==> src/rtl/u8sd_pkg.sv <==
// shared types, constants and helper functions of the utf-8 stream decoder
package u8sd_pkg;

    localparam int ACC_W = 40;
    localparam int LEN_W = 3;

    // output mode codes
    localparam logic MODE_UTF16 = 1'b0;
    localparam logic MODE_UTF32 = 1'b1;

    localparam logic [31:0] REPLACEMENT_CHAR = 32'h0000_FFFD;
    localparam logic [15:0] HIGH_SURR_BASE   = 16'hD7C0; // 0xd800 minus 0x10000 >> 10
    localparam logic [5:0]  LOW_SURR_TOP     = 6'b110111; // 0xdc00 >> 10

    // one finished sequence on its way from front to back
    typedef struct packed {
        logic [ACC_W-1:0] acc;
        logic [LEN_W-1:0] len;
        logic             mode;
    } seq_entry_t;

    // number of following bytes announced by a lead byte
    function automatic logic [LEN_W-1:0] lead_class(input logic [7:0] b);
        logic [LEN_W-1:0] n;
        if (b < 8'hC0)
            n = 3'd0;
        else if (b < 8'hE0)
            n = 3'd1;
        else if (b < 8'hF0)
            n = 3'd2;
        else if (b < 8'hF8)
            n = 3'd3;
        else if (b < 8'hFC)
            n = 3'd4;
        else
            n = 3'd5;
        return n;
    endfunction

    // marker bits stacked up by the shifted lead and following bytes
    function automatic logic [31:0] seq_offset(input logic [LEN_W-1:0] len);
        logic [31:0] o;
        unique case (len)
            3'd0:    o = 32'h0000_0000;
            3'd1:    o = 32'h0000_3080;
            3'd2:    o = 32'h000E_2080;
            3'd3:    o = 32'h03C8_2080;
            3'd4:    o = 32'hFA08_2080;
            default: o = 32'h8208_2080;
        endcase
        return o;
    endfunction

endpackage

==> src/rtl/utf8_stream_decoder_unit.sv <==
// top level of the utf-8 stream decoder: front end, sequence queue and back end
// Takes one utf-8 byte per cycle and turns each completed sequence into one utf-32 value
// or one or two utf-16 code units; a surrogate pair gives a high and then a low unit, one
// unit a cycle while popped. A result passes through the queue and the output register
// before it reaches the result ports. Input stalls (full) only when the QUEUE_DEPTH-entry
// queue between the front end and the back end is full, which happens only while surrogate
// pairs or a stalled result side drain it. The mode is sampled when a sequence completes.
module utf8_stream_decoder_unit #(
    parameter int QUEUE_DEPTH = 4
) (
    input  logic        clk,
    input  logic        rst_n,
    input  logic        push,
    output logic        full,
    input  logic [7:0]  in_byte,
    input  logic        end_of_buffer,
    output logic        empty,
    input  logic        pop,
    output logic [31:0] code_unit,
    output logic        last_of_run,
    input  logic        cfg_we,
    input  logic        cfg_wdata
);
    import u8sd_pkg::*;

    logic       accept;
    logic       q_push;
    logic       q_full;
    logic       q_pop;
    logic       q_empty;
    seq_entry_t q_wdata;
    seq_entry_t q_rdata;

    assign full   = q_full;
    assign accept = push && !q_full;

    u8sd_front u_front (
        .clk           (clk),
        .rst_n         (rst_n),
        .accept        (accept),
        .in_byte       (in_byte),
        .end_of_buffer (end_of_buffer),
        .cfg_we        (cfg_we),
        .cfg_wdata     (cfg_wdata),
        .q_push        (q_push),
        .q_data        (q_wdata)
    );

    u8sd_queue #(
        .DEPTH (QUEUE_DEPTH)
    ) u_queue (
        .clk   (clk),
        .rst_n (rst_n),
        .push  (q_push),
        .wdata (q_wdata),
        .full  (q_full),
        .pop   (q_pop),
        .rdata (q_rdata),
        .empty (q_empty)
    );

    u8sd_back u_back (
        .clk         (clk),
        .rst_n       (rst_n),
        .q_data      (q_rdata),
        .q_empty     (q_empty),
        .q_pop       (q_pop),
        .empty       (empty),
        .pop         (pop),
        .code_unit   (code_unit),
        .last_of_run (last_of_run)
    );

    // front never writes a finished sequence into a full queue
    a_no_overflow: assert property (@(posedge clk) disable iff (!rst_n)
        !(q_push && q_full))
        else $error("sequence pushed into full queue");

    // low surrogate follows the high one with no gap
    a_pair_back_to_back: assert property (@(posedge clk) disable iff (!rst_n)
        (!empty && pop && !last_of_run) |=> !empty)
        else $error("second unit of surrogate pair missing");

    // a non-final unit is always a high surrogate
    a_high_surrogate: assert property (@(posedge clk) disable iff (!rst_n)
        (!empty && !last_of_run) |-> (code_unit[31:10] == 22'h36))
        else $error("non-final unit outside high surrogate range");

endmodule

==> src/rtl/u8sd_front.sv <==
// front end: takes bytes, tracks the open sequence and hands finished ones to the queue
module u8sd_front (
    input  logic                clk,
    input  logic                rst_n,
    input  logic                accept,
    input  logic [7:0]          in_byte,
    input  logic                end_of_buffer,
    input  logic                cfg_we,
    input  logic                cfg_wdata,
    output logic                q_push,
    output u8sd_pkg::seq_entry_t q_data
);
    import u8sd_pkg::*;

    logic [LEN_W-1:0] rem_reg, rem_next;
    logic [LEN_W-1:0] len_reg, len_next;
    logic [ACC_W-1:0] acc_reg, acc_next;
    logic             mode_reg, mode_next;
    logic [LEN_W-1:0] cur_len;
    logic [LEN_W-1:0] cur_rem;
    logic [ACC_W-1:0] cur_acc;

    always_comb
    begin
        mode_next = cfg_we ? cfg_wdata : mode_reg;
        if (rem_reg == '0)
        begin
            cur_len = lead_class(in_byte);
            cur_rem = cur_len;
            cur_acc = {{(ACC_W-8){1'b0}}, in_byte};
        end
        else
        begin
            cur_len = len_reg;
            cur_rem = rem_reg - LEN_W'(1);
            cur_acc = {acc_reg[ACC_W-7:0], 6'b0} + {{(ACC_W-8){1'b0}}, in_byte};
        end

        rem_next = rem_reg;
        len_next = len_reg;
        acc_next = acc_reg;
        q_push   = 1'b0;
        if (accept)
        begin
            if (cur_rem != '0)
            begin
                if (end_of_buffer)
                begin
                    // unfinished sequence at buffer end is dropped
                    rem_next = '0;
                    len_next = '0;
                    acc_next = '0;
                end
                else
                begin
                    rem_next = cur_rem;
                    len_next = cur_len;
                    acc_next = cur_acc;
                end
            end
            else
            begin
                q_push   = 1'b1;
                rem_next = '0;
                len_next = '0;
                acc_next = '0;
            end
        end

        q_data.acc  = cur_acc;
        q_data.len  = cur_len;
        q_data.mode = mode_reg;
    end

    always_ff @(posedge clk or negedge rst_n)
    begin
        if (!rst_n)
        begin
            rem_reg  <= '0;
            len_reg  <= '0;
            acc_reg  <= '0;
            mode_reg <= MODE_UTF16;
        end
        else
        begin
            rem_reg  <= rem_next;
            len_reg  <= len_next;
            acc_reg  <= acc_next;
            mode_reg <= mode_next;
        end
    end

endmodule

==> src/rtl/u8sd_queue.sv <==
// short queue of finished sequences between front and back
module u8sd_queue #(
    parameter int DEPTH = 4
) (
    input  logic                 clk,
    input  logic                 rst_n,
    input  logic                 push,
    input  u8sd_pkg::seq_entry_t wdata,
    output logic                 full,
    input  logic                 pop,
    output u8sd_pkg::seq_entry_t rdata,
    output logic                 empty
);
    import u8sd_pkg::*;

    localparam int PTR_W = (DEPTH > 1) ? $clog2(DEPTH) : 1;
    localparam int CNT_W = $clog2(DEPTH + 1);

    seq_entry_t       mem [DEPTH];
    logic [PTR_W-1:0] wr_ptr_reg, wr_ptr_next;
    logic [PTR_W-1:0] rd_ptr_reg, rd_ptr_next;
    logic [CNT_W-1:0] count_reg, count_next;
    logic             do_push;
    logic             do_pop;

    assign full    = (count_reg == CNT_W'(DEPTH));
    assign empty   = (count_reg == '0);
    assign do_push = push && !full;
    assign do_pop  = pop && !empty;
    assign rdata   = mem[rd_ptr_reg];

    always_comb
    begin
        wr_ptr_next = wr_ptr_reg;
        rd_ptr_next = rd_ptr_reg;
        count_next  = count_reg;
        if (do_push)
            wr_ptr_next = (wr_ptr_reg == PTR_W'(DEPTH - 1)) ? '0 : wr_ptr_reg + PTR_W'(1);
        if (do_pop)
            rd_ptr_next = (rd_ptr_reg == PTR_W'(DEPTH - 1)) ? '0 : rd_ptr_reg + PTR_W'(1);
        if (do_push && !do_pop)
            count_next = count_reg + CNT_W'(1);
        else if (do_pop && !do_push)
            count_next = count_reg - CNT_W'(1);
    end

    always_ff @(posedge clk)
    begin
        if (do_push)
            mem[wr_ptr_reg] <= wdata;
    end

    always_ff @(posedge clk or negedge rst_n)
    begin
        if (!rst_n)
        begin
            wr_ptr_reg <= '0;
            rd_ptr_reg <= '0;
            count_reg  <= '0;
        end
        else
        begin
            wr_ptr_reg <= wr_ptr_next;
            rd_ptr_reg <= rd_ptr_next;
            count_reg  <= count_next;
        end
    end

endmodule

==> src/rtl/u8sd_back.sv <==
// back end: removes the marker offset, range checks and emits code units
module u8sd_back (
    input  logic                 clk,
    input  logic                 rst_n,
    input  u8sd_pkg::seq_entry_t q_data,
    input  logic                 q_empty,
    output logic                 q_pop,
    output logic                 empty,
    input  logic                 pop,
    output logic [31:0]          code_unit,
    output logic                 last_of_run
);
    import u8sd_pkg::*;

    logic              out_valid_reg, out_valid_next;
    logic [31:0]       out_code_reg, out_code_next;
    logic              out_last_reg, out_last_next;
    logic              pend_valid_reg, pend_valid_next;
    logic [15:0]       pend_code_reg, pend_code_next;
    logic              take;
    logic signed [ACC_W:0] v;
    logic              neg;
    logic [31:0]       first_code;
    logic              has_pair;
    logic [15:0]       high_unit;
    logic [15:0]       low_unit;

    always_comb
    begin
        v   = $signed({1'b0, q_data.acc}) - $signed({{(ACC_W-31){1'b0}}, seq_offset(q_data.len)});
        neg = v[ACC_W];

        high_unit = HIGH_SURR_BASE + {5'b0, v[20:10]};
        low_unit  = {LOW_SURR_TOP, v[9:0]};
        has_pair  = 1'b0;

        if (q_data.mode == MODE_UTF32)
        begin
            if (neg || v[ACC_W-1:31] == '0)
                first_code = v[31:0];
            else
                first_code = REPLACEMENT_CHAR;
        end
        else if (neg || v[ACC_W-1:16] == '0)
            first_code = {16'b0, v[15:0]};
        else if (v[ACC_W-1:21] != '0 || (v[20] && v[19:16] != '0))
            first_code = REPLACEMENT_CHAR;
        else
        begin
            first_code = {16'b0, high_unit};
            has_pair   = 1'b1;
        end

        // output register is free or being drained this cycle
        take  = !out_valid_reg || pop;
        q_pop = take && !pend_valid_reg && !q_empty;

        out_valid_next  = out_valid_reg;
        out_code_next   = out_code_reg;
        out_last_next   = out_last_reg;
        pend_valid_next = pend_valid_reg;
        pend_code_next  = pend_code_reg;
        if (take)
        begin
            if (pend_valid_reg)
            begin
                out_valid_next  = 1'b1;
                out_code_next   = {16'b0, pend_code_reg};
                out_last_next   = 1'b1;
                pend_valid_next = 1'b0;
            end
            else if (!q_empty)
            begin
                out_valid_next  = 1'b1;
                out_code_next   = first_code;
                out_last_next   = !has_pair;
                pend_valid_next = has_pair;
                pend_code_next  = low_unit;
            end
            else
                out_valid_next = 1'b0;
        end
    end

    assign empty       = !out_valid_reg;
    assign code_unit   = out_code_reg;
    assign last_of_run = out_last_reg;

    always_ff @(posedge clk or negedge rst_n)
    begin
        if (!rst_n)
        begin
            out_valid_reg  <= 1'b0;
            pend_valid_reg <= 1'b0;
        end
        else
        begin
            out_valid_reg  <= out_valid_next;
            pend_valid_reg <= pend_valid_next;
        end
    end

    always_ff @(posedge clk)
    begin
        out_code_reg  <= out_code_next;
        out_last_reg  <= out_last_next;
        pend_code_reg <= pend_code_next;
    end

endmodule
==> config.mk <==
export PLATFORM = sky130hd
export DESIGN_NAME = utf8_stream_decoder_unit
export DESIGN_NICKNAME = d
export VERILOG_FILES = /design/src/rtl/u8sd_pkg.sv /design/src/rtl/utf8_stream_decoder_unit.sv /design/src/rtl/u8sd_front.sv /design/src/rtl/u8sd_queue.sv /design/src/rtl/u8sd_back.sv
export SDC_FILE = /design/constraint.sdc
export NUM_CORES = 1
export LEC_CHECK = 0
export ABC_AREA = 1
export ABC_CLOCK_PERIOD_IN_PS = 6200
export BUFFER_PORTS_ARGS = -buffer_cell sky130_fd_sc_hd__buf_4
export CORE_UTILIZATION = 55
export DETAILED_ROUTE_END_ITERATION = 12
export PLACE_DENSITY_LB_ADDON = 0.2
export SLEW_MARGIN = 40
export SYNTH_ARGS = -nofsm -noshare
export SYNTH_HDL_FRONTEND = slang
export SYNTH_SLANG_ARGS = --single-unit
==> constraint.sdc <==
create_clock -name clk -period 6.2 [get_ports clk]
set_clock_uncertainty 0.1 [all_clocks]
set_input_delay 1.24 -clock clk [delete_from_list [all_inputs] [get_ports clk]]
set_output_delay 1.24 -clock clk [all_outputs]
set_load 0.005 [all_outputs]
==> flow_summary.toml, run 1 <==
[routing]
ant_nets = 0
wl_per_cell_um = 17.1
num_vias = 10900
drt_iter0_drc = 910
firstDrtPassIters = 6
remaining_drc_errors = 0
drt-total-wl_um = 33300
via_per_inst = 5.57

[clock_network]
cts_hold_buf = 0
postCtsSetupBuffers = 0
post_cts_resized = 0
cts_tree = "built"
cts_sinks = 269
clockBufferDepth = 3
clkTransAtPathRegs_ns = 0.06
cts_buffers = 28
clock_latency_ns = 0.58
cts-root-buf = "clkbuf_16"
htreeDepth = 1

[floorplan]
die_area_mm2 = 0.0260
die_y_um = 161
dieWidth_um = 161
start_util = 0.568
ios = 50
core_area_mm2 = 0.0246
rows = 57

[critical_path]
start_kind = "flip-flop"
crit_start = "u_queue.rd_ptr_reg[0]"
critical_path_required_ns = 6.39
critPathMaxFanout = 52
slowest_delay_ns = 0.47
cp_slowest_cell = "buf_4"
critical_path_buf_inv_count = 3
cp_cell_sequence = "inv_4, buf_4, o21ai_0, o22ai_1, ha_1, a21oi_1, inv_1, nor2_2, nand2_2, xor2_1, ha_1, nand3_1, nor2_1, nand2_1, nor2_1, nand2_1, nor2_1, nand2_1, nand2_1, nand2_1, nand2_2, nand2_1, nand3_1, nand2_1"
worst_path_dominant_cell_family = "simple AND/OR/NAND/NOR gates"
worst_setup_path_end_kind = "flip-flop"
arrival_ns = 5.26
crit_type = "flip-flop to flip-flop"
r2r-start = "u_queue.rd_ptr_reg[0]"
cpMostUsedCell = "nand2_1"

[yosys]
synth_compound_area_frac = 0.0786
ys_ff_latch = 269
syn-num-nets = 1598
yosysTopAreaCell = "edfxtp_1"
ys_top_cells_by_area = "edfxtp_1 47%, nand2_1 12%, dfrtp_1 9.0%"
synth_top_family_by_area = "simple AND/OR/NAND/NOR gates"
netlist_area_mm2 = 0.0140
synth_cell_types = 47
yosys.area_share.xor_xnor = 0.0112
synth.avg_cell_area_um2 = 8.99
yosys_warnings = 0
synthCells = 1554
synthSimpleGateAreaFrac = 0.253
muxShareOfSynthArea = 0.00161
ys_seq_area_frac = 0.560
synth_fa_ha_area_frac = 0.0271
synth.top_cell.area_share = 0.471

[sta]
rsz0062_at_grt = "false"
min_period_ns = 5.07
max_freq_ghz = 0.197
hold_violations = 0
slew_viol_final = 0
setup-violations-final = 0
tightest_slew_ns = 0.753
slew_headroom = 0.493
tns_ns = 0
finalCritPeriodShare = 0.818

[finish]
final_cells = 1951
nets = 1649
antenna_cells = 0
syn_to_final_growth_pct = 11.9
drive_gt1_frac = 0.112
mostFrequentLayoutCells = "435 x nand2_1, 219 x edfxtp_1, 190 x inv_1, 144 x nor2_1, 98 x nand3_1"
largest_reg_flops = 176
utilization = 0.635
layout_commonest_cell = "nand2_1"

[hold_path]
min_from = "u_front.len_reg[2]"
hold_path.class = "flip-flop to flip-flop"

[pwr]
clkPwrFrac = 0.194
pwr_density_cell_mw_per_mm2 = 561
leakagePower_nw = 6.39
p_sw_frac = 0.462
pwr-share-seq = 0.281
pwr-share-comb = 0.525
internal_power_mw = 4.71
p_switching_mw = 4.05
vdd_ir_drop_max_mv = 0.344

[run]
drv_cap = 0

[grt]
grt_pass1_vias = 10200
track_usage = 0.258
grt_pass1_wl_um = 52300
grt_max_degree = 65
antenna_found_initial = 0
overflow = 0

[place]
gp_congestion = 0.977
portBuffers = 49
dp.cells = 1899
hpwl_um = 23800

[run_status]
outcome = "complete, no violations"
layout make-up:
| cell class | count | area (µm²) |
|---|---|---|
| Clock inverter | 18 | 203 |
| Timing Repair Buffer | 64 | 488 |
| Inverter | 196 | 738 |
| Clock buffer | 34 | 743 |
| Multi-Input combinational cell | 1046 | 5220 |
| Fill cell | 2059 | 8980 |
| Sequential cell | 269 | 7830 |
| Tap cell | 324 | 405 |
power by group through the flow:
stage / Clock, mW / Combinational, mW / Sequential (mW)
after floorplan: 0 / 3.37 / 2.48
after global placement: 0 / 4.46 / 2.49
after detailed placement: 0 / 4.54 / 2.50
after CTS: 1.72 / 4.56 / 2.46
after global routing: 1.78 / 5.16 / 2.49
final: 1.70 / 4.61 / 2.46
per-layer routing:
metal / vias to the layer above / global-route usage / wire length, µm
li1: 5299 / - / -
met1: 5096 / 0.357 / 14400
met2: 397 / 0.417 / 15500
met3: 82 / 0.0293 / 2210
met4: 0 / 0.104 / 1230
met5: - / 0 / 0
synthesized netlist by cell type, drive strengths merged:
cell    number
and2         4
nor4         9
nor2       160
a21oi       53
and3         1
xnor2        7
nand4       19
mux2         2
dfrtp       50
xor2        10
o31ai        1
clkinv       1
ha          27
nor3b        1
clkbuf      23
nand2      458
o21a         3
inv        195
o22ai       27
nand3b       9
nand3      113
a32oi       10
edfxtp     219
or2          4
a31oi        4
a32o         2
buf         20
o21ai       85
or4          1
a22o         5
fa           2
o21bai       1
nor3        27
a31o         1
worst reg2reg max path, stage by stage, from the launching register on:
cell	delay [ns]
dfrtp_2	0.43
inv_4	0.38
buf_4	0.50
o21ai_0	0.16
o22ai_1	0.24
ha_1	0.35
a21oi_1	0.28
inv_1	0.13
nor2_2	0.15
nand2_2	0.10
xor2_1	0.32
ha_1	0.26
nand3_1	0.10
nor2_1	0.17
nand2_1	0.10
nor2_1	0.09
nand2_1	0.05
nor2_1	0.11
nand2_1	0.14
nand2_1	0.09
nand2_1	0.09
nand2_2	0.24
nand2_1	0.09
nand3_1	0.07
nand2_1	0.07
metrics by stage:
| step | instance area [µm²] | setup WS [ns] | hold WS (ns) | power (mW) |
|---|---|---|---|---|
| 2_1_floorplan | 14000 | 1.52 | 0.353 | 5.85 |
| 3_3_place_gp | 14700 | 1.40 | 0.372 | 6.95 |
| 3_5_place_dp | 14700 | 1.20 | 0.385 | 7.04 |
| 4_1_cts | 15600 | 1.12 | 0.399 | 8.75 |
| 5_1_grt | 15600 | 0.709 | 0.414 | 9.42 |
| 6_report | 15600 | 1.13 | 0.402 | 8.76 |
final timing paths:
| path | endpoint | cells after the start | slack (ns) |
|---|---|---|---|
| min reg2reg | u_front.len_reg[2] | 2 | 0.40 |
| max | u_back.code_unit[5] | 24 | 1.13 |
| min | u_front.len_reg[2] | 2 | 0.40 |
| min in group asynchronous | u_queue.count_reg[2] | 1 | 0.61 |
| max in group asynchronous | u_queue.rd_ptr_reg[0] | 1 | 4.89 |
| max reg2reg | u_back.code_unit[5] | 24 | 1.13 |
cell families after synthesis:
group                      after synthesis
AOI/OAI and AO/OA                      192
xor gates and xnor gates                17
buffers and inverters                  239
DFF                                    269
and+or+nand+nor                        806
adders and majority gates               29
muxes                                    2
(Power assumes the default switching activity.)
==> run 2, diff against run 1 <==
Settings changed: ABC_CLOCK_PERIOD_IN_PS 6200 to 5000.
Clock period 6.2 ns to 5 ns, I/O delays scaled along.
==> run 2 against run 1 <==
Against the previous run:
- combinational power increased by 26%
- register-to-register slack got worse by 0.66 ns
- global-route usage is 0.28 points higher
- sequential share of layout area is 0.39 points lower
- power rose by 27%
- worst setup slack worse by 0.66 ns
- first-iteration DRC count is 5.5% lower
- largest cell class unchanged
==> flow_summary.toml, run 2 (same netlist as run 1, synthesis figures left out) <==
[routing]
num_vias = 10900
remaining_drc_errors = 0
via_per_inst = 5.58
wl_per_cell_um = 17.3
drt_iter0_drc = 860
firstDrtPassIters = 7
ant_nets = 0
drt-total-wl_um = 33700

[sta]
hold_violations = 0
slew_headroom = 0.496
min_period_ns = 4.53
finalCritPeriodShare = 0.907
max_freq_ghz = 0.221
setup-violations-final = 0
rsz0062_at_grt = "false"
slew_viol_final = 0
tns_ns = 0
setup_slack_ns = 0.467
tightest_slew_ns = 0.748

[critical_path]
worst_setup_path_end_kind = "flip-flop"
crit_type = "flip-flop to flip-flop"
arrival_ns = 4.70
critical_path_required_ns = 5.17
ff2ff_path_depth = 21
critPathMaxFanout = 19
r2r-end = "u_back.code_unit[12]"
start_kind = "flip-flop"
r2r_slack_ns = 0.47
r2r-start = "u_queue.rd_ptr_reg[0]"
crit_start = "u_queue.rd_ptr_reg[0]"

[finish]
multiInputGateArea_mm2 = 0.00523
fill_cells = 2022
utilization = 0.640
regArea_mm2 = 0.00783
syn_to_final_growth_pct = 12.8
drive_gt1_frac = 0.111
nets = 1651
antenna_cells = 0
largest_reg_flops = 176
mostFrequentLayoutCells = "436 x nand2_1, 219 x edfxtp_1, 190 x inv_1, 144 x nor2_1, 98 x nand3_1"
layout_commonest_cell = "nand2_1"

[place]
hpwl_um = 23800
portBuffers = 49
dpl_worst_slack_ns = 0.480
gp_congestion = 0.943

[grt]
grt_pass1_vias = 10400
track_usage = 0.260
grt_max_degree = 51
overflow = 0
grt_pass1_wl_um = 53000
antenna_found_initial = 0

[clock_network]
clkTransAtPathRegs_ns = 0.06
cts_sinks = 269
cts_tree = "built"
htreeDepth = 1
clockBufferDepth = 3
cts_hold_buf = 0
cts-root-buf = "clkbuf_16"
cts_buffers = 28
clock_latency_ns = 0.57

[floorplan]
die_y_um = 161
dieWidth_um = 161
start_util = 0.568
core_area_mm2 = 0.0246
ios = 50
rows = 57
die_area_mm2 = 0.0260

[pwr]
pwr_density_cell_mw_per_mm2 = 707
clkPwrFrac = 0.204
power_mw = 11.1
leakagePower_nw = 6.44
pwr-share-comb = 0.521
internal_power_mw = 6.07
p_sw_frac = 0.455
p_switching_mw = 5.07
pwr-share-seq = 0.275
vdd_ir_drop_max_mv = 0.383

[run]
drv_cap = 0

[hold_path]
hold_path.class = "primary input to async pin"

[run_status]
outcome = "complete, no violations"
[run 2: critical path: stages (launching register included)]
cell	delay (ns)
dfrtp_2	0.49
inv_4	0.20
nand2_1	0.09
a32oi_1	0.33
nand3_1	0.31
ha_1	0.54
nand2_1	0.11
inv_1	0.08
nand3_1	0.11
nor3_1	0.34
and2_1	0.19
nand2_1	0.09
nand3_1	0.09
nand2_1	0.06
nor2_1	0.14
nand3_1	0.11
nor2_1	0.16
nand2_1	0.13
nand2_1	0.08
nand2_1	0.08
a21oi_1	0.33
nand2_1	0.11
[run 2: layout make-up]
cell class	count	area share
Clock inverter	19	0.0191
Timing Repair Buffer	66	0.0338
Clock buffer	33	0.0457
Inverter	196	0.0469
Multi-Input combinational cell	1046	0.332
Tap cell	324	0.0257
Sequential cell	269	0.497
[run 2: how the worst max path moves through the flow]
stage,end,slack [ns],cells past startpoint
6_report,u_back.code_unit[12],0.47,21
5_1_grt,u_back.code_unit[4],0.04,23
4_1_cts,u_back.code_unit[12],0.44,21
3_5_place_dp,u_back.code_unit[12],0.48,21
3_3_place_gp,u_back.code_unit[10],0.53,21
2_1_floorplan,u_back.code_unit[0],0.48,31
[run 2: stage by stage]
| step | cells | hold WS [ns] | area (µm²) |
|---|---|---|---|
| final | 1953 | 0.379 | 15800 |
| after global routing | 1953 | 0.421 | 15800 |
| after CTS | 1953 | 0.398 | 15700 |
| after detailed placement | 1901 | 0.386 | 14700 |
| after global placement | 1901 | 0.374 | 14700 |
| after floorplan | 1554 | 0.353 | 14000 |
[run 2: what timing repair did]
item	4_1_cts	5_1_grt
setup endpoints to repair	0	12
buffers inserted	0	0
gates resized for setup	0	2
[run 2: power groups by stage]
| stage | clock (mW) | combinational [mW] | sequential (mW) |
|---|---|---|---|
| 2_1_floorplan | 0 | 4.18 | 3.07 |
| 5_1_grt | 2.37 | 6.47 | 3.10 |
| 3_3_place_gp | 0 | 5.60 | 3.10 |
| 6_report | 2.28 | 5.80 | 3.06 |
| 3_5_place_dp | 0 | 5.69 | 3.11 |
| 4_1_cts | 2.29 | 5.73 | 3.06 |
[run 2: metal layers]
layer	share of wire	GRT usage
met5	0	0
met4	0.037	0.102
met3	0.060	0.0306
met2	0.46	0.421
met1	0.45	0.361
